[config.mk]
export PLATFORM = sky130hd
export DESIGN_NAME = array_linked_list_engine_unit
export DESIGN_NICKNAME = d
export VERILOG_FILES = /design/src/hw/rtl/alle_pkg.sv /design/src/hw/rtl/array_linked_list_engine_unit.sv /design/src/hw/rtl/alle_datapath.sv /design/src/hw/rtl/alle_ctrl.sv
export SDC_FILE = /design/constraint.sdc
export NUM_CORES = 2
export LEC_CHECK = 0
export BUFFER_PORTS_ARGS = -buffer_cell sky130_fd_sc_hd__buf_2
export CORE_MARGIN = 4
export CORE_UTILIZATION = 49
export CTS_CLUSTER_SIZE = 20
export DETAILED_ROUTE_END_ITERATION = 6
export GPL_ROUTABILITY_DRIVEN = 1
export HOLD_SLACK_MARGIN = 0.08
export PLACE_DENSITY_LB_ADDON = 0.25
export REMOVE_ABC_BUFFERS = 1
export SYNTH_ARGS = -nofsm -noshare
export SYNTH_HDL_FRONTEND = slang
export SYNTH_SLANG_ARGS = --single-unit
[constraint.sdc]
create_clock -name clk -period 5.1 [get_ports clk]
set_input_delay 0.51 -clock clk [delete_from_list [all_inputs] [get_ports clk]]
set_output_delay 0.51 -clock clk [all_outputs]
set_load 0.1 [all_outputs]
[src/hw/rtl/alle_pkg.sv]
`timescale 1ns / 1ps

package alle_pkg;

    localparam int SLOT_COUNT = 64;
    localparam int VALUE_BITS = 32;
    localparam int SLOT_BITS  = $clog2(SLOT_COUNT);
    localparam int CNT_BITS   = $clog2(SLOT_COUNT + 1);

    typedef enum logic [2:0] {
        REQ_FIND   = 3'd0,
        REQ_APPEND = 3'd1,
        REQ_INS_AF = 3'd2,
        REQ_SORTED = 3'd3,
        REQ_DELETE = 3'd4,
        REQ_MAX    = 3'd5
    } req_t;

    typedef enum logic [1:0] {
        ST_OK       = 2'd0,
        ST_NOTFOUND = 2'd1,
        ST_FULL     = 2'd2,
        ST_EMPTY    = 2'd3
    } status_t;

    typedef enum logic [3:0] {
        S_IDLE,
        S_FREE,
        S_WALK_RD,
        S_WALK_CHK,
        S_PLACE,
        S_PLACE2,
        S_UNLINK,
        S_DONE
    } fsm_t;

    // controller to datapath
    typedef struct packed {
        logic load;         // capture request, reset walk
        logic free_start;   // restart free search
        logic free_step;    // test one free bit
        logic walk_rd;      // issue read of current node
        logic walk_adv;     // move to next node
        logic max_upd;      // take current as max
        logic hit_take;     // record current as hit
        logic write_node;   // write new node value/link, mark used
        logic link_prev;    // set prev link (or head) to new node
        logic unlink;       // remove hit node
        logic set_result;   // latch status/slot
        status_t status;
    } dp_cmd_t;

    // datapath to controller
    typedef struct packed {
        logic free_done;
        logic free_found;
        logic walk_end;     // visited node_count nodes
        logic cur_eq_key;
        logic cur_eq_anc;
        logic cur_lt_key;
        logic max_lt_cur;
        logic list_empty;
        logic first_node;
    } dp_stat_t;

endpackage

[src/hw/rtl/array_linked_list_engine_unit.sv]
`timescale 1ns / 1ps
// channel | dir | tdata fields (low bit up)                      | tuser
// s_axis  | in  | req_type[2:0] key_value[34:3] anchor_value[66:35] | none
// m_axis  | out | status[1:0] slot[7:2] max_value[39:8]           | none
// one request at a time: accept, free search, decision, a read and a check per
// walked node, then place or answer, then hold the word until it is taken; the
// free-map scan and the node store set the rate
// reset clears head, node count and free map; node store needs no clearing
// a finished word waits in the output register; the next request is taken
// once that word has been taken

module array_linked_list_engine_unit (
    input  logic        clk,
    input  logic        rst_n,
    input  logic        s_axis_tvalid,
    output logic        s_axis_tready,
    input  logic [71:0] s_axis_tdata,   // req_type, key_value, anchor_value
    output logic        m_axis_tvalid,
    input  logic        m_axis_tready,
    output logic [39:0] m_axis_tdata    // status, slot, max_value
);
    import alle_pkg::*;

    dp_cmd_t  cmd;
    dp_stat_t stat;
    logic busy, done, in_fire;
    logic [1:0]  status;
    logic [5:0]  slot;
    logic signed [31:0] max_value;

    assign s_axis_tready = !busy;
    assign in_fire       = s_axis_tvalid && s_axis_tready;
    assign m_axis_tvalid = done;
    assign m_axis_tdata  = {max_value, slot, status};

    alle_ctrl u_ctrl (
        .clk      (clk),
        .rst_n    (rst_n),
        .in_fire  (in_fire),
        .req_type (s_axis_tdata[2:0]),
        .out_free (m_axis_tready),
        .stat     (stat),
        .cmd      (cmd),
        .busy     (busy),
        .done     (done)
    );

    alle_datapath u_dp (
        .clk          (clk),
        .rst_n        (rst_n),
        .cmd          (cmd),
        .req_type     (s_axis_tdata[2:0]),
        .key_value    (s_axis_tdata[34:3]),
        .anchor_value (s_axis_tdata[66:35]),
        .stat         (stat),
        .status       (status),
        .slot         (slot),
        .max_value    (max_value)
    );

endmodule

[src/hw/rtl/alle_datapath.sv]
`timescale 1ns / 1ps

module alle_datapath (
    input  logic                             clk,
    input  logic                             rst_n,
    input  alle_pkg::dp_cmd_t                cmd,
    input  logic [2:0]                       req_type,
    input  logic signed [31:0]               key_value,
    input  logic signed [31:0]               anchor_value,
    output alle_pkg::dp_stat_t               stat,
    output logic [1:0]                       status,
    output logic [5:0]                       slot,
    output logic signed [31:0]               max_value
);
    import alle_pkg::*;

    logic [VALUE_BITS-1:0] val_mem [SLOT_COUNT];
    logic [SLOT_BITS-1:0]  link_mem [SLOT_COUNT];
    logic [SLOT_COUNT-1:0] free_reg;
    logic [SLOT_BITS-1:0]  head_reg;
    logic [CNT_BITS-1:0]   count_reg;

    logic [VALUE_BITS-1:0] key_reg, anc_reg, maxv_reg, rdv_reg;
    logic [SLOT_BITS-1:0]  rdl_reg;
    logic [2:0]            req_reg;
    logic [SLOT_BITS-1:0]  cur_reg, prev_reg, hit_reg, hprev_reg, max_slot_reg, new_reg;
    logic                  has_prev_reg, hhas_prev_reg;
    logic [CNT_BITS-1:0]   idx_reg, fidx_reg;
    logic                  free_found_reg;
    logic [1:0]            status_reg;
    logic [5:0]            slot_reg;
    logic [31:0]           max_out_reg;

    // datapath registers
    always_ff @(posedge clk)
    begin
        if (cmd.load)
        begin
            key_reg      <= key_value[VALUE_BITS-1:0];
            anc_reg      <= anchor_value[VALUE_BITS-1:0];
            req_reg      <= req_type;
            cur_reg      <= head_reg;
            prev_reg     <= '0;
            has_prev_reg <= 1'b0;
            idx_reg      <= '0;
        end
        if (cmd.walk_rd)
        begin
            rdv_reg <= val_mem[cur_reg];
            rdl_reg <= link_mem[cur_reg];
        end
        if (cmd.max_upd)
        begin
            maxv_reg     <= rdv_reg;
            max_slot_reg <= cur_reg;
        end
        if (cmd.hit_take)
        begin
            hit_reg       <= cur_reg;
            hprev_reg     <= prev_reg;
            hhas_prev_reg <= has_prev_reg;
        end
        if (cmd.walk_adv)
        begin
            prev_reg     <= cur_reg;
            has_prev_reg <= 1'b1;
            cur_reg      <= rdl_reg;
            idx_reg      <= idx_reg + 1'b1;
        end
        if (cmd.free_start)
        begin
            fidx_reg <= '0;
        end
        else if (cmd.free_step && !free_found_reg)
        begin
            if (free_reg[fidx_reg[SLOT_BITS-1:0]])
                new_reg <= fidx_reg[SLOT_BITS-1:0];
            else
                fidx_reg <= fidx_reg + 1'b1;
        end
        if (cmd.write_node)
        begin
            val_mem[new_reg] <= key_reg;
            // insert after hit (req 2) or after walk prev, or at head
            if (req_reg == REQ_INS_AF)
                link_mem[new_reg] <= rdl_reg;
            else if (has_prev_reg && req_reg == REQ_SORTED)
                link_mem[new_reg] <= cur_reg;
            else if (req_reg == REQ_APPEND)
                link_mem[new_reg] <= head_reg;
            else
                link_mem[new_reg] <= head_reg;
        end
        if (cmd.link_prev)
        begin
            if (req_reg == REQ_INS_AF)
                link_mem[hit_reg] <= new_reg;
            else if (has_prev_reg)
                link_mem[prev_reg] <= new_reg;
        end
        if (cmd.unlink && hhas_prev_reg)
            link_mem[hprev_reg] <= rdl_reg;
        if (cmd.set_result)
        begin
            status_reg  <= cmd.status;
            slot_reg    <= '0;
            max_out_reg <= '0;
            if (cmd.status == ST_OK)
            begin
                unique case (req_reg)
                    REQ_FIND, REQ_DELETE: slot_reg <= 6'(hit_reg);
                    REQ_MAX:
                    begin
                        slot_reg    <= 6'(max_slot_reg);
                        max_out_reg <= 32'(signed'(maxv_reg));
                    end
                    default: slot_reg <= 6'(new_reg);
                endcase
            end
        end
    end

    // free search flag: fidx frozen on find
    always_ff @(posedge clk or negedge rst_n)
    begin
        if (!rst_n)
            free_found_reg <= 1'b0;
        else if (cmd.free_start)
            free_found_reg <= 1'b0;
        else if (cmd.free_step && fidx_reg < CNT_BITS'(SLOT_COUNT)
                 && free_reg[fidx_reg[SLOT_BITS-1:0]])
            free_found_reg <= 1'b1;
    end

    // control state of the list
    always_ff @(posedge clk or negedge rst_n)
    begin
        if (!rst_n)
        begin
            free_reg  <= '1;
            head_reg  <= '0;
            count_reg <= '0;
        end
        else
        begin
            if (cmd.write_node)
            begin
                free_reg[new_reg] <= 1'b0;
                count_reg <= count_reg + 1'b1;
            end
            if (cmd.link_prev && req_reg != REQ_INS_AF && !has_prev_reg)
                head_reg <= new_reg;
            if (cmd.unlink)
            begin
                free_reg[hit_reg] <= 1'b1;
                count_reg <= count_reg - 1'b1;
                if (!hhas_prev_reg)
                    head_reg <= (count_reg > CNT_BITS'(1)) ? rdl_reg : '0;
            end
        end
    end

    always_comb
    begin
        stat.free_found = free_found_reg;
        stat.free_done  = free_found_reg || fidx_reg == CNT_BITS'(SLOT_COUNT);
        stat.walk_end   = idx_reg == count_reg;
        stat.cur_eq_key = rdv_reg == key_reg;
        stat.cur_eq_anc = rdv_reg == anc_reg;
        stat.cur_lt_key = $signed(rdv_reg) < $signed(key_reg);
        stat.max_lt_cur = $signed(maxv_reg) < $signed(rdv_reg);
        stat.list_empty = count_reg == '0;
        stat.first_node = idx_reg == '0;
    end

    assign status    = status_reg;
    assign slot      = slot_reg;
    assign max_value = max_out_reg;

endmodule

[src/hw/rtl/alle_ctrl.sv]
`timescale 1ns / 1ps

module alle_ctrl (
    input  logic                clk,
    input  logic                rst_n,
    input  logic                in_fire,
    input  logic [2:0]          req_type,
    input  logic                out_free,
    input  alle_pkg::dp_stat_t  stat,
    output alle_pkg::dp_cmd_t   cmd,
    output logic                busy,
    output logic                done
);
    import alle_pkg::*;

    fsm_t state_reg, state_next;
    logic [2:0] req_reg;

    always_ff @(posedge clk or negedge rst_n)
    begin
        if (!rst_n)
        begin
            state_reg <= S_IDLE;
            req_reg   <= '0;
        end
        else
        begin
            state_reg <= state_next;
            if (in_fire)
                req_reg <= req_type;
        end
    end

    always_comb
    begin
        state_next = state_reg;
        cmd        = '0;
        cmd.status = ST_OK;
        busy       = 1'b1;
        done       = 1'b0;
        unique case (state_reg)
            S_IDLE:
            begin
                busy = 1'b0;
                if (in_fire)
                begin
                    cmd.load       = 1'b1;
                    cmd.free_start = 1'b1;
                    state_next     = S_FREE;
                end
            end
            S_FREE:
            begin
                // resolve empty, unused, free slot before walking
                priority if (req_reg > 3'(REQ_MAX))
                begin
                    cmd.set_result = 1'b1;
                    cmd.status = ST_NOTFOUND;
                    state_next = S_DONE;
                end
                else if (stat.list_empty && req_reg != 3'(REQ_APPEND)
                         && req_reg != 3'(REQ_SORTED))
                begin
                    cmd.set_result = 1'b1;
                    cmd.status = ST_EMPTY;
                    state_next = S_DONE;
                end
                else if (!stat.free_done)
                    cmd.free_step = 1'b1;
                else if (!stat.free_found && (req_reg == 3'(REQ_APPEND)
                         || req_reg == 3'(REQ_SORTED)))
                begin
                    cmd.set_result = 1'b1;
                    cmd.status = ST_FULL;
                    state_next = S_DONE;
                end
                else if (stat.walk_end)
                    state_next = S_PLACE;
                else
                begin
                    cmd.walk_rd = 1'b1;
                    state_next  = S_WALK_CHK;
                end
            end
            S_WALK_RD:
            begin
                if (stat.walk_end)
                begin
                    if (req_reg == 3'(REQ_APPEND) || req_reg == 3'(REQ_SORTED))
                        state_next = S_PLACE;
                    else if (req_reg == 3'(REQ_MAX))
                    begin
                        cmd.set_result = 1'b1;
                        state_next = S_DONE;
                    end
                    else
                    begin
                        cmd.set_result = 1'b1;
                        cmd.status = ST_NOTFOUND;
                        state_next = S_DONE;
                    end
                end
                else
                begin
                    cmd.walk_rd = 1'b1;
                    state_next  = S_WALK_CHK;
                end
            end
            S_WALK_CHK:
            begin
                state_next = S_WALK_RD;
                unique case (req_reg)
                    3'(REQ_FIND):
                        if (stat.cur_eq_key)
                        begin
                            cmd.hit_take = 1'b1;
                            state_next = S_PLACE2;
                        end
                        else cmd.walk_adv = 1'b1;
                    3'(REQ_DELETE):
                        if (stat.cur_eq_key)
                        begin
                            cmd.hit_take = 1'b1;
                            state_next = S_UNLINK;
                        end
                        else cmd.walk_adv = 1'b1;
                    3'(REQ_INS_AF):
                        if (stat.cur_eq_anc)
                        begin
                            cmd.hit_take = 1'b1;
                            if (stat.free_found)
                                state_next = S_PLACE;
                            else
                            begin
                                cmd.set_result = 1'b1;
                                cmd.status = ST_FULL;
                                state_next = S_DONE;
                            end
                        end
                        else cmd.walk_adv = 1'b1;
                    3'(REQ_SORTED):
                        if (!stat.cur_lt_key) state_next = S_PLACE;
                        else cmd.walk_adv = 1'b1;
                    3'(REQ_MAX):
                    begin
                        if (stat.first_node || stat.max_lt_cur)
                            cmd.max_upd = 1'b1;
                        cmd.walk_adv = 1'b1;
                    end
                    default: cmd.walk_adv = 1'b1;  // append walks to the tail
                endcase
            end
            S_PLACE:
            begin
                cmd.write_node = 1'b1;
                state_next = S_PLACE2;
            end
            S_PLACE2:
            begin
                // link after write: the new node's link came from old state
                if (req_reg != 3'(REQ_FIND))
                    cmd.link_prev = 1'b1;
                cmd.set_result = 1'b1;
                state_next = S_DONE;
            end
            S_UNLINK:
            begin
                cmd.unlink = 1'b1;
                cmd.set_result = 1'b1;
                state_next = S_DONE;
            end
            S_DONE:
            begin
                done = 1'b1;
                if (out_free)
                    state_next = S_IDLE;
            end
            default: state_next = S_IDLE;
        endcase
    end

endmodule

### Word level (Yosys, flattened, before mapping)

Memories as Yosys holds them, arrays and structs flattened. A register that Yosys moved wholly into a read port is not among the register bits.
Index checks and enable logic that the tools add are counted.

* register bits: 276
* RAM bits: 2432
* input port bits: 76
* word-level logic and storage cells: 227
* memories kept: 2

* add/subtract/negate cells: 4
* order comparisons: 10
* equal/unequal tests: 27
* muxes and demuxes: 115
* bitwise operators: 8
* reductions and logical operators: 38

Memory list
* u_dp.val_mem: depth 64, width 32, rd ports 1, clocked after Yosys merged registers in 1, wr ports 1, RTL line alle_datapath.sv:17 `logic [VALUE_BITS-1:0] val_mem [SLOT_COUNT];`
* u_dp.link_mem: depth 64, width 6, rd ports 1, clocked after Yosys merged registers in 1, wr ports 1, RTL line alle_datapath.sv:18 `logic [SLOT_BITS-1:0] link_mem [SLOT_COUNT];`

Operator list (count)
* $mux W64: 2
* $mux W6: 17
* $and A64 B64 Y64: 1
* $eq A32 B32 Y1: 2
* $lt A32 B32 Y1: 2
* $not A64 Y64: 1
* $or A64 B64 Y64: 1
* $mux W1: 53
* $mux W3: 15
* $mux W4: 7
* $mux W7: 4
* $pmux W4 S7: 1
* $add A7 B1 Y7 const B: 3
* $lt A6 B7 Y1 const B: 3
* $reduce_or A6 Y1: 3
* $eq A4 B3 Y1 const B: 4
* $pmux W4 S4: 1
* $logic_not A7 Y1: 2
* $logic_and A1 B1 Y1: 13
* $demux W1 S6: 2
* $eq A3 B2 Y1 const B: 4
* $eq A3 B3 Y1 const B: 4
* $ge A6 B1 Y1 const B: 2
* $mux W2: 6
* other kinds (32): 49

### Depth between registers and ports, before layout

* depth in word-level cells: 12
* mapped depth: 11
* mapped depth without buffers: 10

### Cells and area by module

Synthesis repeated with hierarchy kept, for this count alone.

* cells, all modules: 6391
* area total of the unflattened synthesis: 117124.8 um^2

Modules (own cells, without submodules)
* alle_datapath: times used 1, cells each 6286, area each 116380.4 um^2, sequential area each 81858.5 um^2
* alle_ctrl: times used 1, cells each 103, area each 734.5 um^2, sequential area each 150.1 um^2
* array_linked_list_engine_unit: times used 1, cells each 2, area each 10.0 um^2, sequential area each 0.0 um^2

### Worst setup path before layout

No wires, ideal clock.

* kind: flip-flop to flip-flop
* from: register u_ctrl.state_reg[0]
* to: memory u_dp.link_mem[0][2] (netlist name), data pin
* arrival time: 4.389 ns
* slack: 0.009 ns
* stages on the path, launching flop included: 10
* path buffers: 3
* period minus slack after synthesis: 5.091 ns
* cells stage by stage: dfrtp_1 > nor2b_1 > buf_2 > nor2b_1 > clkbuf_1 > or3b_2 > clkbuf_1 > nand2_1 > o21ai_0 > o21ai_0

* cells in the longest elaborated chain, start to end: 10

RTL lines
* start: declaration: RTL line alle_ctrl.sv:16 `fsm_t state_reg, state_next;`
* start signal: assignment: RTL line alle_ctrl.sv:28 `state_reg <= state_next;`
* $eq A4 B3 Y1: RTL line alle_ctrl.sv:41 `unique case (state_reg)`
* $mux W1: RTL line alle_ctrl.sv:41
* $mux W1: RTL line alle_datapath.sv:81 `if (cmd.write_node)`
* $mux W1 (implied by the code): RTL line alle_datapath.sv:88 `link_mem[new_reg] <= cur_reg;`
* $mux W6 (no source line) (5 in a row)
* $mux W6 (no source line) (*)
* end: declaration: RTL line alle_datapath.sv:18

Mark *: on every way between the ends. The rest lies on a longest branch, timed or not.

### Final worst setup path

* from: register u_ctrl.state_reg[2]
* to: memory u_dp.val_mem[43][28] (enable)

* cells in the longest elaborated chain, start to end: 4

RTL lines
* $eq A4 B3 Y1: RTL line alle_ctrl.sv:41
* $mux W1: RTL line alle_ctrl.sv:41
* $mux W1: RTL line alle_datapath.sv:81
* $mux W1 (implied by the code): RTL line alle_datapath.sv:83 `val_mem[new_reg] <= key_reg;`
* end: declaration: RTL line alle_datapath.sv:17

No other way between the ends.

==> impl_metrics.toml <==
[floorplan]
core_area_sq_mm = 0.218
initial_core_util = 0.494
chipHeight_um = 476
die_w_um = 476
io_pins = 118
rows = 171
dieArea_sq_mm = 0.227

[min_path]
hold_class = "primary input to register"

[run_status]
status = "finished, final reports clean"

[yosys]
yosysTopAreaCell = "edfxtp_1"
yosysSeqAreaShare = 0.763
ys_warn_count = 0
avgSynthCellArea_sq_um = 22.4
synth-edff-count = 2653
synth_cells = 4799
synth.distinct_cells = 79
syn_area_sq_mm = 0.107
synth_area_leaders = "edfxtp_1 74%, mux4_2 17%, dfstp_2 1.6%"
ys_ff_latch = 2745
synth_top_cell_area_share = 0.741
ys_async_sr_fraction = 0.0306
synth-main-ff-cell = "edfxtp_1"

[cts]
cts_max_level = 5
cts_made_buffers = 285
clockBufferDepth = 4
path_clk_slew_ps = 60
clk_latency_ps = 920
cts_setup_buffers = 0
cts_resized = 0
root_buffer = "clkbuf_16"
cts_sinks = 2745
cts_tree = "yes"

[placement]
place_congestion = 0.848
placed_cell_area_sq_mm = 0.113
io_buffers = 112
dp_slack_ps = 811
dp_hpwl_um = 151000

[critical_path]
crit_arrival_ps = 4890
critPathBufInv = 3
cp.required_ps = 5690
crit_chain = "nor2b_1, buf_4, nor2b_1, nor2b_1, nand3_1, buf_4, nor2_4, buf_12"
cp_top_family = "simple AND/OR/NAND/NOR gates"
critPathMaxFanout = 17
path_class = "register to register"
cp_common_cell = "nor2b_1"
cp-start-kind = "register"
slowest_stage = "nor2b_1"
end_kind = "register"
slowest_delay_ps = 790

[run]
maxCapViolCount = 0

[global_route]
grt_pass1_wl_um = 378000
grt_usage = 0.229
antenna_found_initial = 6
grt-ovfl-total = 0
grt_max_degree = 91
grt_pass1_vias = 52287

[sta]
tightest_slew_ps = 1270
rsz0062_at_grt = "no"
fmax_mhz = 233
post-route-period-util = 0.843
drv_slew = 0
setup_viol = 0
setup-tns-final_ps = 0
fin_crit_ps = 4300
relSlewSlack = 0.146
layout_setup_ws_ps = 801
finalHoldViolations = 0
whs_ps = 134
skew_ps = 70.3

[pwr]
power_density_mw_per_mm2 = 545
p_leak_nw = 38.6
ir_drop_mv = 0.507

[final_layout]
drive_above_1_share = 0.312
final_common_cell = "edfxtp_1"
largest_register_ffs = 2048
layout_common_cells = "2653 x edfxtp_1, 802 x mux4_2, 294 x clkbuf_16"
final_nets = 5367
final_util = 0.562
finalInstanceArea_sq_mm = 0.122
synthToLayoutAreaGrowth_pct = 13.8

[route]
drt-vias-per-instance = 6.22
first_pass_iters = 6
wirelength_um = 260000
avgRoutedWirePerCell_um = 31.4
drt.antenna.violating_nets = 0
route.vias.total = 51431
first_iter_violations = 5990
drcViolationCount = 0
## synth_stat cells, types with 3 or more instances
library cell and n:
nor3_1 6, inv_1 79, o22ai_1 13, nand2_1 111, and3_1 4, nand3_1 26, buf_6 13, a21o_1 11
clkbuf_1 127, nand2b_1 6, or3b_2 4, mux2i_1 32, nand4_1 23, and2_1 21, nand3b_1 10, nor4_1 7
o211ai_1 6, dfxtp_1 8, a41oi_1 3, dfrtp_1 20, or3_1 6, mux4_2 802, or2_2 3, edfxtp_1 2653
clkbuf_8 5, ha_1 69, nor4b_1 3, buf_1 24, buf_4 13, dfstp_2 64, nor2_1 185, and2_4 20
buf_2 64, a31oi_1 3, xor2_1 10, xnor2_1 46, a211oi_1 10, mux2_2 20, o22a_1 12, nor2b_1 13
o21ai_0 171, a21oi_1 24
## final cells by class
cell class	instances	area [sq um]
fill	15695	95400
sequential	2745	82000
multi-input combinational	1728	24500
clock buffer	356	7650
tap	2854	3570
timing repair buffer	382	3170
clock inverter	114	1000
inverter	80	302
antenna	7	17.5
## report_power, final
part           internal (mW)  switching (mW)
Sequential              27.0           0.922
Clock                   11.5            8.17
Combinational           8.20            10.9
## final timing paths
kind                                           from              endpoint  slack (ps)  depth (start not counted)
worst min-delay path                  s_axis_tvalid     u_dp.has_prev_reg         130                          3
min in group asynchronous                     rst_n     u_dp.free_reg[54]         340                          2
worst min register to register     u_dp.prev_reg[0]     u_dp.hprev_reg[0]         440                          0
max in group asynchronous                     rst_n      u_dp.head_reg[1]        3970                          3
worst max-delay path            u_ctrl.state_reg[2]  u_dp.val_mem[43][28]         800                          8
worst max register to register  u_ctrl.state_reg[2]  u_dp.val_mem[43][28]         800                          8
## tightest hold or removal path: cells and delay by family
kind                   cells  cell delay, ps
and+or+nand+nor            1             200
AOI/OAI and AO/OA          1             150
buffers and inverters      1             120
## layer usage
layer  GRT usage  wire length, um  vias to the layer above
met4      0.0558             5780                        2
met1       0.329           106000                    27790
li1            -                -                    20965
met3      0.0456            21400                      368
met5           0               13                        -
met2       0.367           127000                     2306
## through the flow
step | std cells | total power, mW
after floorplan | 4553 | 38.9
after global placement | 7718 | 47.2
after detailed placement | 7718 | 47.5
after CTS | 8259 | 67.1
after global routing | 8260 | 69.2
final | 8266 | 66.6
## repair_timing
item / in CTS / in global routing
hold endpoints to repair: 100 / 0
hold buffers: 71 / 0
setup endpoints to repair: 0 / 0
## kinds of logic (layout without fill, tap and decap cells)
group / after synthesis / after routing / share of synthesized area
other cells: 0 / 7 / 0
buf+inv: 326 / 932 / 0.0140
simple gates: 471 / 471 / 0.0217
fa+ha+maj: 69 / 69 / 0.00804
compound gates: 278 / 278 / 0.0153
flops: 2745 / 2745 / 0.763
xor+xnor: 56 / 56 / 0.00456
mux: 854 / 854 / 0.173
Note: power is estimated with default switching activity, not from simulation.
